===== config.mk =====
export PLATFORM = sky130hd
export DESIGN_NAME = multi_stack_shared_pool_core
export DESIGN_NICKNAME = d
export VERILOG_FILES = /design/src/hw/rtl/msp_pkg.sv /design/src/hw/rtl/multi_stack_shared_pool_core.sv /design/src/hw/rtl/msp_ram.sv /design/src/hw/rtl/msp_link_store.sv
export SDC_FILE = /design/constraint.sdc
export NUM_CORES = 1
export LEC_CHECK = 0
export BUFFER_PORTS_ARGS = -buffer_cell sky130_fd_sc_hd__clkbuf_2
export CAP_MARGIN = 30
export CORE_ASPECT_RATIO = 0.7
export CORE_MARGIN = 5
export CORE_UTILIZATION = 55
export CTS_CLUSTER_DIAMETER = 60
export DETAILED_ROUTE_END_ITERATION = 10
export GPL_TIMING_DRIVEN = 1
export PLACE_DENSITY = 0.72
export SYNTH_ARGS = -nofsm -noshare
export SYNTH_HDL_FRONTEND = slang
export SYNTH_SLANG_ARGS = --single-unit

===== constraint.sdc =====
create_clock -name clk -period 7.95 [get_ports clk]
set_clock_uncertainty 0.15 [all_clocks]
set_input_delay 0.3975 -clock clk [delete_from_list [all_inputs] [get_ports clk]]
set_output_delay 0.3975 -clock clk [all_outputs]
set_load 0.02 [all_outputs]

===== src/hw/rtl/msp_pkg.sv =====
`default_nettype none

package msp_pkg;

  // pool and stack sizing
  localparam int NUM_STACKS = 4;
  localparam int POOL_SIZE  = 16;

  // field widths
  localparam int OP_W     = 1;
  localparam int SID_W    = 2;
  localparam int VAL_W    = 32;
  localparam int STATUS_W = 2;

  // slot index and pointer (pointer adds the null code POOL_SIZE)
  localparam int IDX_W = $clog2(POOL_SIZE);
  localparam int PTR_W = $clog2(POOL_SIZE + 1);

  localparam logic [PTR_W-1:0] NULL_PTR = PTR_W'(POOL_SIZE);

  // operation codes
  localparam logic [OP_W-1:0] OP_PUSH = 1'b0;
  localparam logic [OP_W-1:0] OP_POP  = 1'b1;

  // status codes
  localparam logic [STATUS_W-1:0] ST_OK    = 2'd0;
  localparam logic [STATUS_W-1:0] ST_FULL  = 2'd1;
  localparam logic [STATUS_W-1:0] ST_EMPTY = 2'd2;

  // write port of the link store
  typedef struct packed {
    logic             en;
    logic [IDX_W-1:0] addr;
    logic [PTR_W-1:0] data;
  } link_wr_t;

endpackage

`default_nettype wire


===== src/hw/rtl/multi_stack_shared_pool_core.sv =====
// latency: a command accepted at one edge is executed in the next cycle and its
//   result beat (done high for one cycle) appears in the cycle after that
// busy refuses a new command until the previous one is through: the synchronous read of the
//   link and value memories is followed by the write-back of the same entry
// reset: rst (synchronous) empties all stacks and threads every slot onto the free list
// the receiver cannot stall: each result beat is taken in the cycle it is shown
`default_nettype none

module multi_stack_shared_pool_core (
  input  wire logic                                clk,
  input  wire logic                                rst,
  input  wire logic                                start,
  output logic                                     busy,
  input  wire logic [msp_pkg::OP_W-1:0]            op,
  input  wire logic [msp_pkg::SID_W-1:0]           stack_id,
  input  wire logic signed [msp_pkg::VAL_W-1:0]    push_value,
  output logic                                     done,
  output logic      [msp_pkg::STATUS_W-1:0]        status,
  output logic signed [msp_pkg::VAL_W-1:0]         pop_value
);

  // two-state sequencer: idle accepts a command, exec does the write-back
  localparam logic S_IDLE = 1'b0;
  localparam logic S_EXEC = 1'b1;

  logic state;
  logic state_next;

  // stack tops and free-list head live in flops
  logic [msp_pkg::PTR_W-1:0] tops [msp_pkg::NUM_STACKS];
  logic [msp_pkg::PTR_W-1:0] free_head;

  // command captured at accept
  logic [msp_pkg::OP_W-1:0]  op_q;
  logic [msp_pkg::SID_W-1:0] sid_q;
  logic [msp_pkg::VAL_W-1:0] val_q;
  logic [msp_pkg::PTR_W-1:0] slot_q;
  logic                      fail_q;

  logic                      accept;
  logic                      sid_bad;
  logic [msp_pkg::PTR_W-1:0] top_sel;
  logic [msp_pkg::PTR_W-1:0] slot_sel;
  logic                      fail_sel;

  // memory ports
  msp_pkg::link_wr_t         link_wr;
  logic [msp_pkg::PTR_W-1:0] link_rdata;
  logic                      val_we;
  logic [msp_pkg::VAL_W-1:0] val_rdata;

  assign busy   = (state == S_EXEC);
  assign accept = start && !busy;

  // stack numbers past the last stack behave as a stack with no slots
  assign sid_bad = (int'(stack_id) >= msp_pkg::NUM_STACKS);
  assign top_sel = sid_bad ? msp_pkg::NULL_PTR : tops[stack_id];

  // push works on the free-list head, pop on the stack top
  always_comb begin
    if (op == msp_pkg::OP_PUSH) begin
      slot_sel = free_head;
      fail_sel = sid_bad || (free_head >= msp_pkg::NULL_PTR);
    end else begin
      slot_sel = top_sel;
      fail_sel = (top_sel >= msp_pkg::NULL_PTR);
    end
  end

  always_comb begin
    case (state)
      S_IDLE: state_next = accept ? S_EXEC : S_IDLE;
      S_EXEC: state_next = S_IDLE;
      default: state_next = S_IDLE;
    endcase
  end

  always_ff @(posedge clk) begin
    if (rst) begin
      state <= S_IDLE;
    end else begin
      state <= state_next;
    end
  end

  // capture the command; the memories are read at the same edge
  always_ff @(posedge clk) begin
    if (accept) begin
      op_q   <= op;
      sid_q  <= stack_id;
      val_q  <= push_value;
      slot_q <= slot_sel;
      fail_q <= fail_sel;
    end
  end

  // write-back in the exec cycle; the busy interlock keeps the next read
  // behind this write, so no forwarding is needed
  always_comb begin
    link_wr.en   = busy && !fail_q;
    link_wr.addr = slot_q[msp_pkg::IDX_W-1:0];
    if (op_q == msp_pkg::OP_PUSH) begin
      link_wr.data = tops[sid_q];   // new slot points at old top
    end else begin
      link_wr.data = free_head;     // freed slot points at old free head
    end
  end

  assign val_we = busy && !fail_q && (op_q == msp_pkg::OP_PUSH);

  msp_link_store u_links (
    .clk   (clk),
    .rst   (rst),
    .wr    (link_wr),
    .re    (accept),
    .raddr (slot_sel[msp_pkg::IDX_W-1:0]),
    .rdata (link_rdata)
  );

  msp_ram #(
    .WIDTH (msp_pkg::VAL_W),
    .DEPTH (msp_pkg::POOL_SIZE)
  ) u_values (
    .clk   (clk),
    .we    (val_we),
    .waddr (slot_q[msp_pkg::IDX_W-1:0]),
    .wdata (val_q),
    .re    (accept),
    .raddr (slot_sel[msp_pkg::IDX_W-1:0]),
    .rdata (val_rdata)
  );

  // tops and free head
  always_ff @(posedge clk) begin
    if (rst) begin
      for (int i = 0; i < msp_pkg::NUM_STACKS; i++) begin
        tops[i] <= msp_pkg::NULL_PTR;
      end
      free_head <= '0;
    end else if (busy && !fail_q) begin
      if (op_q == msp_pkg::OP_PUSH) begin
        free_head   <= link_rdata;
        tops[sid_q] <= slot_q;
      end else begin
        free_head   <= slot_q;
        tops[sid_q] <= link_rdata;
      end
    end
  end

  // result beat
  always_ff @(posedge clk) begin
    if (rst) begin
      done <= 1'b0;
    end else begin
      done <= busy;
    end
  end

  always_ff @(posedge clk) begin
    if (busy) begin
      if (fail_q) begin
        status    <= (op_q == msp_pkg::OP_PUSH) ? msp_pkg::ST_FULL : msp_pkg::ST_EMPTY;
        pop_value <= '0;
      end else if (op_q == msp_pkg::OP_PUSH) begin
        status    <= msp_pkg::ST_OK;
        pop_value <= '0;
      end else begin
        status    <= msp_pkg::ST_OK;
        pop_value <= val_rdata;
      end
    end
  end

  // every accepted command gives exactly one exec cycle
  a_accept_exec: assert property (@(posedge clk) disable iff (rst)
    accept |=> busy)
    else $error("accepted command did not enter exec");

  a_exec_single: assert property (@(posedge clk) disable iff (rst)
    busy |=> !busy && done)
    else $error("exec cycle not followed by a result beat");

  a_done_after_exec: assert property (@(posedge clk) disable iff (rst)
    done |-> $past(busy))
    else $error("result beat without a preceding exec cycle");

  a_fail_zero: assert property (@(posedge clk) disable iff (rst)
    done && (status != msp_pkg::ST_OK) |-> (pop_value == '0))
    else $error("failed command returned a nonzero value");

  a_status_code: assert property (@(posedge clk) disable iff (rst)
    done |-> (status == msp_pkg::ST_OK) || (status == msp_pkg::ST_FULL) ||
             (status == msp_pkg::ST_EMPTY))
    else $error("result beat carries an undefined status");

endmodule

`default_nettype wire


===== src/hw/rtl/msp_ram.sv =====
`default_nettype none

module msp_ram #(
  parameter int WIDTH = 32,
  parameter int DEPTH = 16
) (
  input  wire logic                     clk,
  input  wire logic                     we,
  input  wire logic [$clog2(DEPTH)-1:0] waddr,
  input  wire logic [WIDTH-1:0]         wdata,
  input  wire logic                     re,
  input  wire logic [$clog2(DEPTH)-1:0] raddr,
  output logic      [WIDTH-1:0]         rdata
);

  logic [WIDTH-1:0] mem [DEPTH];

  always_ff @(posedge clk) begin
    if (we) begin
      mem[waddr] <= wdata;
    end
  end

  always_ff @(posedge clk) begin
    if (re) begin
      rdata <= mem[raddr];
    end
  end

endmodule

`default_nettype wire


===== src/hw/rtl/msp_link_store.sv =====
`default_nettype none

module msp_link_store (
  input  wire logic                        clk,
  input  wire logic                        rst,
  input  wire msp_pkg::link_wr_t           wr,
  input  wire logic                        re,
  input  wire logic [msp_pkg::IDX_W-1:0]   raddr,
  output logic      [msp_pkg::PTR_W-1:0]   rdata
);

  logic [msp_pkg::PTR_W-1:0]     mem [msp_pkg::POOL_SIZE];
  logic [msp_pkg::POOL_SIZE-1:0] valid;
  logic [msp_pkg::PTR_W-1:0]     init_link;

  // untouched slot links to the next one, the last one to null
  assign init_link = msp_pkg::PTR_W'(raddr) + msp_pkg::PTR_W'(1);

  always_ff @(posedge clk) begin
    if (wr.en) begin
      mem[wr.addr] <= wr.data;
    end
  end

  always_ff @(posedge clk) begin
    if (rst) begin
      valid <= '0;
    end else if (wr.en) begin
      valid[wr.addr] <= 1'b1;
    end
  end

  always_ff @(posedge clk) begin
    if (re) begin
      rdata <= valid[raddr] ? mem[raddr] : init_link;
    end
  end

endmodule

`default_nettype wire

# Word level (Yosys, flattened, before mapping)
# Memories as Yosys holds them, arrays and structs flattened. A register that Yosys moved wholly into a read port is not among the register bits.
# Index checks and enable logic that the tools add are counted.
dict set report totals {
  mem_count 3
  mem_bits_rw 612
  regBits 103
  in_bits 38
  out_inout_bits 36
}
dict set report op_classes {
  n_addsub 1
  n_lt_le_gt_ge 5
  muxes 31
  bitwise_logic 4
  n_reduce_logical 8
}
# name depth width read_ports rd_ports_with_merged_regs wr line_no
set memory_table {}
lappend memory_table {u_values.mem 16 32 1 1 1 msp_ram.sv:16} ;# logic [WIDTH-1:0] mem [DEPTH];
lappend memory_table {u_links.mem 16 5 1 0 1 msp_link_store.sv:12} ;# logic [msp_pkg::PTR_W-1:0] mem [msp_pkg::POOL_SIZE];
lappend memory_table {tops 4 5 2 1 4 multi_stack_shared_pool_core.sv:30} ;# logic [msp_pkg::PTR_W-1:0] tops [msp_pkg::NUM_STACKS];
# cell count
set op_table {}
lappend op_table {{5-bit two-way mux} 6}
lappend op_table {{1-bit two-way mux} 19}
lappend op_table {{16-bit OR} 1}
lappend op_table {{5-bit greater-or-equal comparator, second input constant} 2}
lappend op_table {{4-bit by 5-bit less-than comparator with 1-bit output, second input constant} 2}
lappend op_table {{2-bit two-way mux} 3}
lappend op_table {{4-bit by 1-bit adder with 5-bit output, second input constant} 1}
lappend op_table {{5-bit OR reduction} 1}
lappend op_table {{1-bit binary-select mux with 4-bit select} 1}
lappend op_table {{1-bit demux with 4-bit select} 1}
lappend op_table {{4-bit by 1-bit greater-or-equal comparator with 1-bit output, second input constant} 1}
lappend op_table {{1-bit logical AND} 4}
lappend op_table {{1-bit zero test} 2}
lappend op_table {{1-bit inverter} 2}
lappend op_table {{1-bit case mux with 2 select lines} 1}
lappend op_table {{2-bit OR reduction} 1}
lappend op_table {{1-bit OR} 1}

# Logic depth before layout (Yosys ltp)
# Gate-level depths: netlist of the first run.
dict set report depth {
  ltp_word 8
  depth_mapped 12
  mapped_depth_nobuf 8
}

# Cells and area by module
# Synthesis of the first run repeated with hierarchy kept, for this count alone.
dict set report unflattened {
  hier_cells 1325
  hier_area_um2 28342.2
}
# module area_per_inst_um2 instances cells_per_inst
set modules_own_cells {}
lappend modules_own_cells {msp_ram 20174.3 1 838}
lappend modules_own_cells {multi_stack_shared_pool_core 4112.7 1 264}
lappend modules_own_cells {msp_link_store 4055.1 1 223}

# Worst setup path after synthesis of the first run
# OpenSTA, ideal clock, no wires.
dict set report synth_path {
  path_kind {reg-to-reg}
  startpoint {register state (netlist: busy)}
  endpoint {memory u_values.mem[0][0] (enable)}
  setup_time_ns 0.502
  t_arrival_ns 4.962
  path_slack_ns 2.337
  synth_period_minus_slack_ns 5.613
  path_stages_with_launch 5
  n_path_buf 1
  required_ns 7.298
  path_cell_list {dfxtp_1 > nand2b_1 > or3_1 > clkbuf_1 > nor4_1}
}
dict set report synth_between {
  elab_chain_len 4
}
# element line_no
set synth_lines {}
lappend synth_lines {{from (decl)} multi_stack_shared_pool_core.sv:26} ;# logic state;
lappend synth_lines {{from (signal assigned)} multi_stack_shared_pool_core.sv:82} ;# state <= state_next;
lappend synth_lines {{1-bit logical AND (2 in series)} multi_stack_shared_pool_core.sv:109} ;# assign val_we = busy && !fail_q && (op_q == msp_pkg::OP_PUSH);
lappend synth_lines {{1-bit two-way mux} msp_ram.sv:19} ;# if (we) begin
lappend synth_lines {{1-bit two-way mux (not written as such)} msp_ram.sv:20} ;# mem[waddr] <= wdata;
lappend synth_lines {{to (decl)} msp_ram.sv:16}
# No other way between the ends.

# Final worst setup path of the first run
dict set report layout_path {
  startpoint {input port stack_id[0] (netlist name)}
  endpoint {register u_links.rdata[4] (netlist name), data pin}
}
dict set report layout_between {
  elab_chain_len 5
}
# element line_no
set layout_lines {}
lappend layout_lines {{from (decl)} multi_stack_shared_pool_core.sv:15} ;# input wire logic [msp_pkg::SID_W-1:0] stack_id,
lappend layout_lines {{memory read 4 x 5 bit (*)} n/a}
lappend layout_lines {{5-bit two-way mux (*)} multi_stack_shared_pool_core.sv:61} ;# if (op == msp_pkg::OP_PUSH) begin
lappend layout_lines {{1-bit binary-select mux with 4-bit select} msp_link_store.sv:35} ;# rdata <= valid[raddr] ? mem[raddr] : init_link;
lappend layout_lines {{1-bit two-way mux (not written as such)} msp_link_store.sv:35}
lappend layout_lines {{5-bit two-way mux (*)} msp_link_store.sv:35}
lappend layout_lines {{to (signal assigned)} msp_link_store.sv:35}
lappend layout_lines {{to (decl)} msp_link_store.sv:9} ;# output logic [msp_pkg::PTR_W-1:0] rdata
# Mark *: on every way between the ends. The rest lies on a longest branch, timed or not. The select of a mux whose other input is x is not followed.
# A chain may end at the register's enable or synchronous reset.

==> results of run 1 <==
==> flip-flops by register name, summed over array words and instances (netlist names), named ones only <==
name,flops
u_links.rdata,5
u_links.valid,16
free_head,5
u_values.rdata,32
fail_q,1
slot_q,5
sid_q,2
op_q,1
done,1
tops,20
u_values.mem,512
status,2
pop_value,32
val_q,32
busy,1
u_links.mem,80
==> through the flow <==
stage                     utilization (%)  worst slack (ns)
final                               62.30             3.617
after global routing                62.30             3.432
after CTS                           62.16             3.653
after detailed placement            57.64             3.488
after global placement              57.63             3.534
after floorplan                         -             2.337
==> how the worst min path moves through the flow <==
stage	from	endpoint	slack, ns	cells past startpoint
6_report	stack_id[1]	sid_q[1]	0.04	1
3_5_place_dp	u_links.valid[12]	u_links.valid[12]	0.31	2
3_3_place_gp	u_links.valid[12]	u_links.valid[12]	0.30	2
4_1_cts	stack_id[1]	sid_q[1]	0.01	1
5_1_grt	stack_id[1]	sid_q[1]	0.03	1
2_1_floorplan	u_links.valid[10]	u_links.valid[10]	0.29	2
==> final cells by class <==
| cell class | instances | area [sq um] | share of cell area (%) |
|---|---|---|---|
| inverters | 5 | 33.78 | 0.1034 |
| flip-flops and latches | 749 | 22240 | 68.05 |
| clock inverters | 29 | 175.2 | 0.5359 |
| multi-input cells | 1221 | 6499 | 19.88 |
| well taps | 684 | 855.8 | 2.618 |
| clock buffers | 95 | 1856 | 5.677 |
| repair buffers | 142 | 1023 | 3.131 |
==> power groups by stage <==
stage | logic (mW) | registers (mW) | clock network (mW)
2_1_floorplan | 0.382 | 4.54 | 0
3_3_place_gp | 0.525 | 4.56 | 0
3_5_place_dp | 0.538 | 4.56 | 0
4_1_cts | 0.553 | 4.48 | 3.09
5_1_grt | 0.615 | 4.49 | 3.27
6_report | 0.561 | 4.48 | 3.05
==> worst max-delay path, delay by kind of cell <==
family | cells | cell delay, ns
mux | 2 | 0.31
simple gates | 2 | 0.33
compound gates | 3 | 0.94
buf+inv | 5 | 2.50
==> kinds of logic after synthesis <==
kind of cell / after synthesis / share of synthesized area (%)
XOR/XNOR: 2 / 0.05982
flip-flops: 749 / 75.94
multiplexers: 55 / 2.277
buffers and inverters: 146 / 2.251
AO/OA/AOI/OAI: 192 / 5.092
adder cells (fa/ha/maj): 1 / 0.04271
AND/OR/NAND/NOR: 971 / 14.34
==> what timing repair did <==
item | 4_1_cts | 5_1_grt
hold endpoints to repair | 34 | 0
hold buffers | 34 | 0
buffers inserted | 0 | 0
==> cells in the mapped netlist, types with 12 or more instances <==
master,count,share of area [%]
sky130_fd_sc_hd__and2_1,33,0.70
sky130_fd_sc_hd__edfxtp_1,724,74
sky130_fd_sc_hd__a311oi_1,96,2.9
sky130_fd_sc_hd__a31oi_1,38,0.81
sky130_fd_sc_hd__a21oi_1,34,0.58
sky130_fd_sc_hd__buf_2,45,0.77
sky130_fd_sc_hd__nand2_1,588,7.5
sky130_fd_sc_hd__dfxtp_1,25,1.7
sky130_fd_sc_hd__clkbuf_1,75,0.96
sky130_fd_sc_hd__nand2b_1,12,0.26
sky130_fd_sc_hd__nand3_1,155,2.6
sky130_fd_sc_hd__mux2i_1,37,1.3
sky130_fd_sc_hd__nor2_1,77,0.99
sky130_fd_sc_hd__nor3_1,22,0.38
sky130_fd_sc_hd__and3_1,70,1.5
==> layer usage <==
| metal | GRT usage, % | vias up |
|---|---|---|
| li1 | - | 7954 |
| met1 | 34.70 | 8849 |
| met2 | 35.00 | 914 |
| met3 | 5.455 | 94 |
| met4 | 4.880 | 0 |
| met5 | 0 | - |
==> results.txt, run 1 <==
----------------------------------------------------
[Drt]
  Routed via count divided by cell count ... 6.089
  Uppermost layer routed ... met4
  Total routed wirelength ... 67.51 mm
  DRC violations left ... 0
  1st-pass router iterations ... 5
  Wire length on met1 ... 28.61 mm
  Routed length per instance ... 23.08 um
  Routed via count ... 17.81k
  Number of DRC markers in iteration 0 ... 2206
  Detailed-routed wire length on met2 ... 30.91 mm
  Met3 wire length ... 6.934 mm
  Remaining antenna violation count ... 0

[Die]
  I/O pin count ... 74
  Core area ... 0.05246 sq mm
  Floorplan die area ... 0.05804 sq mm
  Overall die width ... 285.8 um
  Die boundary height ... 203.1 um
  Initial standard-cell utilization of the core ... 55.83%
  # rows ... 70

[Place]
  Number of cells after detailed placement ... 2763
  Placed cell area ... 0.03024 sq mm
  GPL Wtd Cong ... 0.8960
  Count of buffers from port buffering ... 73
  Placed wire-length estimate after detailed placement ... 33.70 mm

[Global routing]
  Global-route wire length before repair ... 103.1 mm
  Residual overflow from global routing ... 0
  Number of global-route vias before repair ... 17.10k
  Largest net degree at the start of global routing ... 207
  Initial antenna violation count ... 1
  GRT Total Usage ... 23.07%

[Yosys]
  Fraction of the yosys area taken by sequential cells ... 75.94%
  Flip-flop and latch count after synthesis ... 749
  Most used flip-flop cell after synthesis ... sky130_fd_sc_hd__edfxtp_1
  Count of unique library cells instantiated by Yosys ... 45
  Average footprint of a synthesized cell ... 13.84 sq um
  Proportion of register bits with asynchronous set or reset after synthesis ... 0%
  Number of instances in the synthesized netlist ... 2116
  Net count of the mapped netlist ... 2155
  Netlist area before placement ... 0.02929 sq mm
  Number of synthesized flops with an enable pin ... 724
  Ys Warns ... 0

[Worst setup path]
  Worst R2R End ... u_links.rdata[4]
  Worst Setup End Kind ... flop
  CP max-delay cell ... sky130_fd_sc_hd__buf_4
  Required arrival time at the worst endpoint ... 8.26 ns
  Cells along the critical path ... dlygate4sd3_1 > clkbuf_2 > mux2i_1 > o221a_4 > inv_4 > buf_4 > buf_4 > nor3_1 > nor3_1 > o22ai_1 > a211o_1 > mux2i_1
  Arrival time worst endpoint ... 4.65 ns
  CP Max Fanout ... 71
  Kind of critical path ... primary input to flop
  Delay of the slowest critical-path stage ... 0.79 ns
  R2R Setup Slk ... 3.87 ns
  Launch instance of the worst register-to-register path ... tops[3][0]
  Worst Reg2Reg Path Length in Cells ... 10
  Launch point of the critical path ... stack_id[0]
  Critical path destination ... u_links.rdata[4]
  Type of element launching the critical path ... primary input

[Layout]
  Number of antenna diodes ... 0
  Fill cell count ... 3832
  Most frequent standard cell in the layout excluding fill and tap cells ... sky130_fd_sc_hd__edfxtp_1
  Final Cell Area ... 0.03269 sq mm
  # nets final ... 2226
  Area growth, synth to finish ... 11.59%
  Top library cells by usage in the layout, fill and taps aside ... 724 x sky130_fd_sc_hd__edfxtp_1, 588 x sky130_fd_sc_hd__nand2_1, 155 x sky130_fd_sc_hd__nand3_1, 96 x sky130_fd_sc_hd__a311oi_1, 77 x sky130_fd_sc_hd__nor2_1
  Share of final-layout standard cells stronger than drive strength 1 ... 11.02%
  Final instance count without filler cells ... 2925

[Timing]
  Final hold viol count ... 0
  RSZ-0062 raised after global routing ... no
  Actual slew at the worst max-slew pin ... 1.070 ns
  Share of the clock period used by the worst path after layout ... 54.50%
  Hold WS ... 0.03908 ns
  Maximum clock frequency ... 230.8 MHz
  Number of max-slew violations in the final report ... 0
  Count of final setup violators ... 0
  Setup TNS ... 0 ns
  Post-layout min period ... 4.333 ns
  Worst slew margin relative to its limit ... 28.70%

[Power and ir drop]
  Leakage power figure ... 11.20 nW
  Peak ir drop on the vdd network ... 0.2076 mV
  Pwr Total ... 8.088 mW
  Pwr dens ... 247.4 mW/mm^2
  Combinational power share ... 6.9%
  Flop pwr share ... 55.4%
  Switching share of power ... 22.82%
  Pint ... 6.242 mW
  Switching power ... 1.845 mW
  Clock network power share ... 37.7%

[Clock tree]
  Number of CTS-inserted buffers ... 68
  Number of sinks driven by the clock tree ... 749
  Clock slew at reported path FFs ... 0.07 ns
  Quantity of gates resized following cts ... 0
  Clock root cell ... sky130_fd_sc_hd__clkbuf_16
  Deepest clock path buffer count ... 3
  Clock tree from TritonCTS ... built
  H-tree depth ... 3
  Clk_lat worst skew ... 0.61 ns

[Run status]
  Run status ... completed

[Flow run]
  MaxCap Viol Count ... 0

[Worst hold path]
  HP Class ... primary input to flop

----------------------------------------------------
Power figures use the tool's default switching activity.
==> inputs of run 2 (changes only) <==
--- a/config.mk
+++ b/config.mk
@@ -5,6 +5,7 @@
 export SDC_FILE = /design/constraint.sdc
 export NUM_CORES = 1
 export LEC_CHECK = 0
+export ABC_AREA = 1
 export BUFFER_PORTS_ARGS = -buffer_cell sky130_fd_sc_hd__clkbuf_2
 export CAP_MARGIN = 30
 export CORE_ASPECT_RATIO = 0.7
@@ -13,7 +14,7 @@
 export CTS_CLUSTER_DIAMETER = 60
 export DETAILED_ROUTE_END_ITERATION = 10
 export GPL_TIMING_DRIVEN = 1
-export PLACE_DENSITY = 0.72
+export PLACE_DENSITY = 0.71
 export SYNTH_ARGS = -nofsm -noshare
 export SYNTH_HDL_FRONTEND = slang
 export SYNTH_SLANG_ARGS = --single-unit
==> constraint.sdc (replaced) <==
create_clock -name clk -period 4.5 [get_ports clk]
set_clock_uncertainty 0.15 [all_clocks]
set_input_delay 0.225 -clock clk [delete_from_list [all_inputs] [get_ports clk]]
set_output_delay 0.225 -clock clk [all_outputs]
set_load 0.02 [all_outputs]
==> run 2 against run 1 <==
Global-route usage is 0.34 points lower. Via count is 8.9% higher. Worst setup slack worse by 2.2 ns. Critical path type unchanged. Critical endpoint is now u_values.rdata[6]. Largest cell class unchanged.
==> results.txt, run 2 <==
----------------------------------------------------
[Yosys]
  Leading cell type by number of instances after synthesis ... sky130_fd_sc_hd__edfxtp_1
  Count of unique library cells instantiated by Yosys ... 34
  Net count of the mapped netlist ... 2608
  Synth area leaders ... sky130_fd_sc_hd__edfxtp_1 71%, sky130_fd_sc_hd__nand2_1 6.6%, sky130_fd_sc_hd__inv_1 3.4%, sky130_fd_sc_hd__nor2_1 2.8%, sky130_fd_sc_hd__o21ai_1 2.6%
  Number of instances in the synthesized netlist ... 2569
  Leading post-synthesis cells by instance count ... 724 x sky130_fd_sc_hd__edfxtp_1, 534 x sky130_fd_sc_hd__nand2_1, 276 x sky130_fd_sc_hd__inv_1
  Portion of synthesized cell area occupied by the leading cell type ... 71.13%
  Number of synthesized flops with an enable pin ... 724
  Proportion of register bits with asynchronous set or reset after synthesis ... 0%
  Ys Warns ... 0
  Fraction of the yosys area taken by sequential cells ... 72.77%
  Average footprint of a synthesized cell ... 11.90 sq um
  Netlist area before placement ... 0.03057 sq mm
  Flip-flop and latch count after synthesis ... 749
  Leading area contributor after synthesis ... sky130_fd_sc_hd__edfxtp_1
  Most used flip-flop cell after synthesis ... sky130_fd_sc_hd__edfxtp_1

[Timing]
  Post-layout min period ... 3.106 ns
  Hold WS ... 0.1814 ns
  Fin worst setup slack ... 1.394 ns
  Share of the clock period used by the worst path after layout ... 69.02%
  Maximum clock frequency ... 322.0 MHz
  Actual slew at the worst max-slew pin ... 1.020 ns
  Setup TNS ... 0 ns
  Worst slew margin relative to its limit ... 31.76%
  Count of final setup violators ... 0
  Number of max-slew violations in the final report ... 0
  Final hold viol count ... 0
  RSZ-0062 raised after global routing ... no

[Clock tree]
  Deepest clock path buffer count ... 3
  Clock tree from TritonCTS ... built
  Number of sinks driven by the clock tree ... 749
  Number of setup buffers added after CTS ... 0
  Clock slew at reported path FFs ... 0.07 ns
  Number of CTS-inserted buffers ... 71
  Clock root cell ... sky130_fd_sc_hd__clkbuf_16
  Cts-stage hold buffer count ... 38
  H-tree depth ... 3
  Quantity of gates resized following cts ... 0
  Clk_lat worst skew ... 0.61 ns

[Die]
  I/O pin count ... 74
  Core area ... 0.05513 sq mm
  # rows ... 72
  Initial standard-cell utilization of the core ... 55.44%
  Overall die width ... 291.8 um
  Floorplan die area ... 0.06046 sq mm
  Die boundary height ... 207.2 um

[Layout]
  Share of final-layout standard cells stronger than drive strength 1 ... 9.738%
  Area occupied by multi-input gates ... 0.006654 sq mm
  # nets final ... 2695
  Final Core Density ... 62.31%
  Biggest registers after layout ... u_values.mem: 512 flops, u_links.mem: 80 flops
  Most frequent standard cell in the layout excluding fill and tap cells ... sky130_fd_sc_hd__edfxtp_1
  Fill cell count ... 4160
  Top library cells by usage in the layout, fill and taps aside ... 724 x sky130_fd_sc_hd__edfxtp_1, 533 x sky130_fd_sc_hd__nand2_1, 274 x sky130_fd_sc_hd__inv_1, 220 x sky130_fd_sc_hd__nor2_1, 161 x sky130_fd_sc_hd__o21ai_1
  Final Cell Area ... 0.03435 sq mm
  FF+latch area ... 0.02224 sq mm
  Number of antenna diodes ... 0
  Area growth, synth to finish ... 12.40%
  Largest register by flop count ... u_values.mem
  Max reg flops ... 512

[Worst setup path]
  Worst Reg2Reg Path Length in Cells ... 4
  Cells along the critical path ... dlygate4sd3_1 > clkbuf_2 > inv_4 > nand2_1 > nand3_2 > nand3_2 > nand2_8 > buf_12 > nand2_1 > o211ai_1 > o21ai_1 > nand2_1 > nand2_1 > nand2_1 > nand2_1
  Delay of the slowest critical-path stage ... 0.60 ns
  CP Max Fanout ... 166
  Required arrival time at the worst endpoint ... 4.73 ns
  CP max-delay cell ... sky130_fd_sc_hd__buf_12
  Arrival time worst endpoint ... 3.33 ns
  Kind of critical path ... primary input to flop
  Most prevalent standard cell on the critical path ... sky130_fd_sc_hd__nand2_1
  Worst Setup End Kind ... flop
  Type of element launching the critical path ... primary input

[Place]
  Placed cell area ... 0.03172 sq mm
  Count of buffers from port buffering ... 73
  Placed wire-length estimate after detailed placement ... 37.56 mm
  DP Worst Slack ... 1.404 ns
  GPL Wtd Cong ... 0.8754

[Power and ir drop]
  Peak ir drop on the vdd network ... 0.3580 mV
  Flop pwr share ... 53.2%
  Switching power ... 3.444 mW
  Pint ... 11.41 mW
  Pwr dens ... 432.4 mW/mm^2
  Combinational power share ... 8.0%
  Clock network power share ... 38.8%
  Switching share of power ... 23.19%
  Leakage power figure ... 12.80 nW

[Drt]
  Routed length per instance ... 20.07 um
  DRC violations left ... 0
  1st-pass router iterations ... 5
  Number of DRC markers in iteration 0 ... 2191
  Total routed wirelength ... 69.27 mm
  Remaining antenna violation count ... 0
  Routed via count ... 19.40k
  Routed via count divided by cell count ... 5.621

[Worst hold path]
  WHS Path Cells ... 2
  HP Class ... primary input to flop

[Global routing]
  Largest net degree at the start of global routing ... 167
  Residual overflow from global routing ... 0
  Global-route wire length before repair ... 107.6 mm
  Initial antenna violation count ... 0
  GRT Total Usage ... 22.73%
  Number of global-route vias before repair ... 18.59k

[Run status]
  Run status ... completed

[Flow run]
  MaxCap Viol Count ... 0

----------------------------------------------------
==> run 2: power groups by stage <==
stage                     clock [mW]  combinational [mW]  sequential (mW)
after floorplan                    0               0.808             8.03
after global placement             0                1.10             8.05
after detailed placement           0                1.14             8.06
after CTS                       5.84                1.17             7.91
after global routing            6.15                1.32             7.92
final                           5.76                1.18             7.91
==> run 2: layout make-up <==
cell class | instances | area share [%]
Clock inverter | 38 | 0.9943
Multi-Input combinational cell | 1397 | 19.37
Clock buffer | 90 | 5.470
Tap cell | 740 | 2.695
Inverter | 278 | 3.052
Timing Repair Buffer | 159 | 3.675
Sequential cell | 749 | 64.74
==> run 2: cell families (layout without fill, tap and decap cells) <==
| group | count (synthesis) | count (layout) | synth area share [%] |
|---|---|---|---|
| flops | 749 | 749 | 72.77 |
| compound gates | 484 | 484 | 9.034 |
| buf+inv | 423 | 565 | 6.120 |
| xor+xnor | 2 | 2 | 0.05732 |
| fa+ha+maj | 1 | 1 | 0.04093 |
| simple gates | 909 | 909 | 11.95 |
| mux | 1 | 1 | 0.03275 |
==> run 2: path summary, 6_finish.rpt <==
| check | start | end | slack (ns) |
|---|---|---|---|
| max reg2reg | fail_q | u_values.mem[9][2] | 1.40 |
| min reg2reg | u_links.valid[5] | u_links.valid[5] | 0.32 |
| max | stack_id[0] | u_values.rdata[6] | 1.39 |
| min | push_value[14] | val_q[14] | 0.18 |
==> run 2: critical path: cells and delay by family <==
family / cells / cell delay (ns)
AOI/OAI and AO/OA: 2 / 0.27
and+or+nand+nor: 9 / 1.18
buffers and inverters: 4 / 1.54
==> run 2: routing by layer <==
metal  global-route usage, %  share of wire, %  wire length, um  vias to the layer above
li1                        -                 -                -                     9052
met1                   34.47                45            30900                     9394
met2                   34.77                45            31320                      828
met3                   3.807               7.9             5501                      123
met4                   6.003               2.2             1547                        0
met5                       0                 0                0                        -
==> run 2: per-stage QoR <==
stage	instances	power, mW
after global placement	3278	9.153
after floorplan	2569	8.840
after global routing	3451	15.40
after CTS	3449	14.93
after detailed placement	3283	9.198
final	3451	14.85
